## config.mk

```make
export PLATFORM = sky130hd
export DESIGN_NAME = lahr_ram
export DESIGN_NICKNAME = d
export VERILOG_FILES = /design/src/rtl/lahr_ram.sv
export SDC_FILE = /design/constraint.sdc
export NUM_CORES = 1
export LEC_CHECK = 0
export BUFFER_PORTS_ARGS = -buffer_cell sky130_fd_sc_hd__buf_4
export CAP_MARGIN = 20
export CORE_ASPECT_RATIO = 0.9
export CORE_MARGIN = 2
export CORE_UTILIZATION = 52
export CTS_BUF_LIST = sky130_fd_sc_hd__clkbuf_16
export DETAILED_ROUTE_END_ITERATION = 10
export PLACE_DENSITY = 0.77
export SLEW_MARGIN = 0
export SYNTH_ARGS = -nofsm -noshare
export SYNTH_HDL_FRONTEND = slang
export SYNTH_SLANG_ARGS = --single-unit
```

## constraint.sdc

```tcl
create_clock -name clk -period 1.95 [get_ports clk]
set_input_delay 0.0975 -clock clk [delete_from_list [all_inputs] [get_ports clk]]
set_output_delay 0.0975 -clock clk [all_outputs]
set_load 0.005 [all_outputs]
```

## src/rtl/lahr_ram.sv

```systemverilog
// Generic single-write, single-read RAM with a registered read port.
`timescale 1ns / 1ps

module lahr_ram #(
  parameter int WIDTH = 8,
  parameter int DEPTH = 8,
  localparam int AW = (DEPTH > 1) ? $clog2(DEPTH) : 1
) (
  input  logic             clk,
  input  logic             wr_en,
  input  logic [AW-1:0]    wr_addr,
  input  logic [WIDTH-1:0] wr_data,
  input  logic             rd_en,
  input  logic [AW-1:0]    rd_addr,
  output logic [WIDTH-1:0] rd_data
);

  logic [WIDTH-1:0] mem_r [DEPTH];
  logic [WIDTH-1:0] rd_data_r;

  always_ff @(posedge clk) begin
    if (wr_en) begin
      mem_r[wr_addr] <= wr_data;
    end
    if (rd_en) begin
      rd_data_r <= mem_r[rd_addr];
    end
  end

  assign rd_data = rd_data_r;

endmodule

```

Word-level counts from Yosys, hierarchy flattened
Memories as Yosys holds them, arrays and structs flattened. A register that Yosys moved wholly into a read port is not among the register bits.
Index checks and enable logic that the tools add are counted.
Widths: inputs -> output; s select.
- memories kept: 1
- bits in writable memories: 64
- register bits: 0
- word-level logic and storage cells: 3
- memories (memory ; words ; width ; rd ports ; clocked after Yosys merged registers in ; write ports ; RTL line ; RTL):
    mem_r ; 8 ; 8 ; 1 ; 1 ; 1 ; 18 ; logic [WIDTH-1:0] mem_r [DEPTH];
- mux-type cells: 2
- operator list (operator ; count):
    $mux 1 ; 2

Longest topological paths before layout
- depth in word-level cells: 2
- gate-level depth with buffers: 4
- mapped depth without buffers: 2

Worst setup path after synthesis
OpenSTA, ideal clock, no wires.
- path type: input to register
- start point: in rd_addr[0]
- end point: reg rd_data_r[1], in the netlist rd_data[1] (read register of mem_r), data pin
- required time: 1.690 ns
- library setup time: 0.260 ns
- slack: 0.569 ns
- arrival: 1.121 ns
- cell stages on the path: 4
- cells stage by stage: buf_6 > buf_12 > mux4_1 > mux2_2
- RTL lines (element ; RTL line ; RTL):
    from (decl) ; 14 ; input logic [AW-1:0] rd_addr,
    to (decl) ; 19 ; logic [WIDTH-1:0] rd_data_r;

==> run_results.csv <==
group,metric,value,unit
critical_path,start_kind,"register",
sta,setup_viol,0,
synth,avgSynthCellArea,24.3,um2
grt,grt_max_degree,17,
floorplan,floorplan.die_area,0.00593,mm2
floorplan,core_area,0.00519,mm2
critical_path,worstPathCellList,"mux4_1, mux2_2",
clock_tree,clkTransAtPathRegs,0.05,ns
detailed_routing,vias_per_cell,5.65,
hold_path,hold_class,"in -> reg",
grt,grt_first_pass_wirelength,7.35,mm
critical_path,cp_num_buf_inv,0,
cells_and_area,insertedDiodeCount,0,
grt,grt_overflow,0,
critical_path,critPathCaptureType,"register",
sta,fin_ws,0.524,ns
clock_tree,cts_root_buffer,"clkbuf_16",
detailed_routing,wl_per_cell,21.8,um
floorplan,die-height,73.3,um
synth,yosysWarningCount,0,
cells_and_area,nNetsFinal,170,
sta,finalCriticalPeriod,1.43,ns
synth,netlist_instances,114,
power,power_density,1180,mW/mm2
detailed_routing,first_iter_violations,96,
synth,synth_fp_nets,131,
sta,tns,0,ns
grt,grt_util_all_layers,18.7,%
sta,fin_crit_sh,73.1,%
sta,max-slew-margin-rel,70.5,%
detailed_routing,finalWirelength,4.91,mm
sta,grt_setup_unrepaired,"no",
detailed_routing,drc_errors,0,
cells_and_area,syn_to_final_growth,24.6,%
synth,ys_seq_area_share,78.0,%
detailed_routing,vias,1271,
synth,synth_area,0.00277,mm2
clock_tree,cts_resized,0,
clock_tree,cts_tree,"yes",
sta,hold_viol,0,
sta,max_freq,0.701,GHz
grt,grt_pass1_vias,1354,
clock_tree,h-tree-depth,3,
clock_tree,cts_buffer_depth,2,
placed_design,hpwlAfterDp,3.01,mm
cells_and_area,drive_above_1_share,36.1,%
flow_run,max-cap-violations,0,
floorplan,die_x,81.0,um
critical_path,cp_top_family,"multiplexers",
placed_design,io_buffer_count,24,
floorplan,rows,25,
critical_path,cpMaxStageDelayCell,"mux4_1",
floorplan,start_util,53.4,%
sta,worst_pin_slew,0.441,ns
critical_path,critPathMaxStageDelay,0.53,ns
floorplan,pin_count,25,
synth,synthDistinctLibCells,13,
detailed_routing,drt_first_pass_iters,4,
grt,antenna_found_initial,0,
status,status,"complete, no violations",
placed_design,post-place-ws,0.445,ns
power,ir_drop,0.897,mV
critical_path,critPathMaxFanout,1,
sta,drv_slew,0,
clock_tree,insertion_delay,0.32,ns
clock_tree,clock_sinks,72,
critical_path,arrival,1.50,ns
critical_path,path_class,"reg -> reg",
detailed_routing,final_antenna_net_count,0,
placed_design,gp_congestion,0.710,
clock_tree,cts_buffers,9,
clock_tree,post_cts_buffers,0,
power,p_leak,1.23,nW
synth,ys_seq_elements,72,
sta,finalClockSkew,0.00408,ns
critical_path,required,2.02,ns
==> worst paths after layout <==
check / cells past startpoint / from / end / slack, ns
hold / removal: 1 / wr_data[2] / mem_r[2][2] / 0.007
hold reg to reg: 2 / mem_r[5][1] / rd_data[1] / 0.75
setup / recovery: 2 / mem_r[1][7] / rd_data[7] / 0.52
setup reg to reg: 2 / mem_r[1][7] / rd_data[7] / 0.52
==> sequential cells by signal, summed over array words and instances (netlist names) <==
register / cells
mem_r: 64
rd_data: 8
==> logic make-up after synthesis <==
family | share of synthesized area [%]
mux | 18.3
simple gates | 2.12
flops | 78.0
buf+inv | 1.58
==> through the flow <==
stage                     utilization [%]  hold WS [ns]  instance area (um2)  power, mW  instances
after floorplan                         -         0.196                 2770       1.90        114
after global placement               58.8         0.323                 3050       1.98        208
after detailed placement             58.8         0.330                 3050       2.00        208
after CTS                            66.5      0.000478                 3450       4.09        225
after global routing                 66.5       0.00414                 3450       4.17        225
final                                66.5       0.00668                 3450       4.06        225
==> per-layer routing <==
layer / GRT usage (%) / routed length [um]
met1: 23.5 / 2010
met2: 30.7 / 2640
met3: 5.41 / 213
met4: 8.47 / 42
met5: 0 / 0
==> cell usage after synthesis <==
cell type | number | share of area [%]
mux4_1 | 15 | 14
mux2_2 | 8 | 3.3
edfxtp_1 | 72 | 78
buf_6 | 1 | 0.41
mux4_2 | 1 | 0.81
clkbuf_1 | 1 | 0.14
nor3_1 | 2 | 0.36
buf_1 | 1 | 0.14
buf_2 | 1 | 0.18
buf_12 | 1 | 0.72
nor2_1 | 6 | 0.81
nand2b_1 | 3 | 0.68
nand2_1 | 2 | 0.27
==> worst reg2reg max path, cell delays in order (launching register included) <==
cell and delay, ns:
edfxtp_1 0.38, mux4_1 0.53, mux2_2 0.27
==> what timing repair did <==
item,in CTS,in global routing
endpoints found under the hold margin,1,0
setup endpoints to repair,0,0
hold buffers,1,0
==> area by class of cell <==
| cell class | count | area, um2 |
|---|---|---|
| timing repair buffer | 33 | 250 |
| clock buffer | 9 | 225 |
| fill | 363 | 1740 |
| multi-input combinational | 37 | 566 |
| tap | 67 | 83.8 |
| clock inverter | 7 | 166 |
| sequential | 72 | 2160 |
==> cell usage in the layout (no fill, tap or decap), drive strengths merged <==
cell          n
mux4         16
clkinvlp      1
dlygate4sd3   1
mux2          8
inv           1
nor3          2
clkbuf        9
buf          32
nand2         2
nand2b        3
edfxtp       72
nor2          6
bufinv        5
==> where the power goes <==
part           total (mW)  switching [mW]  internal, mW
registers            1.78          0.0151          1.77
logic               0.181          0.0829        0.0981
clock network        2.10           0.586          1.51
No activity file was read; power rests on OpenSTA's default activity.
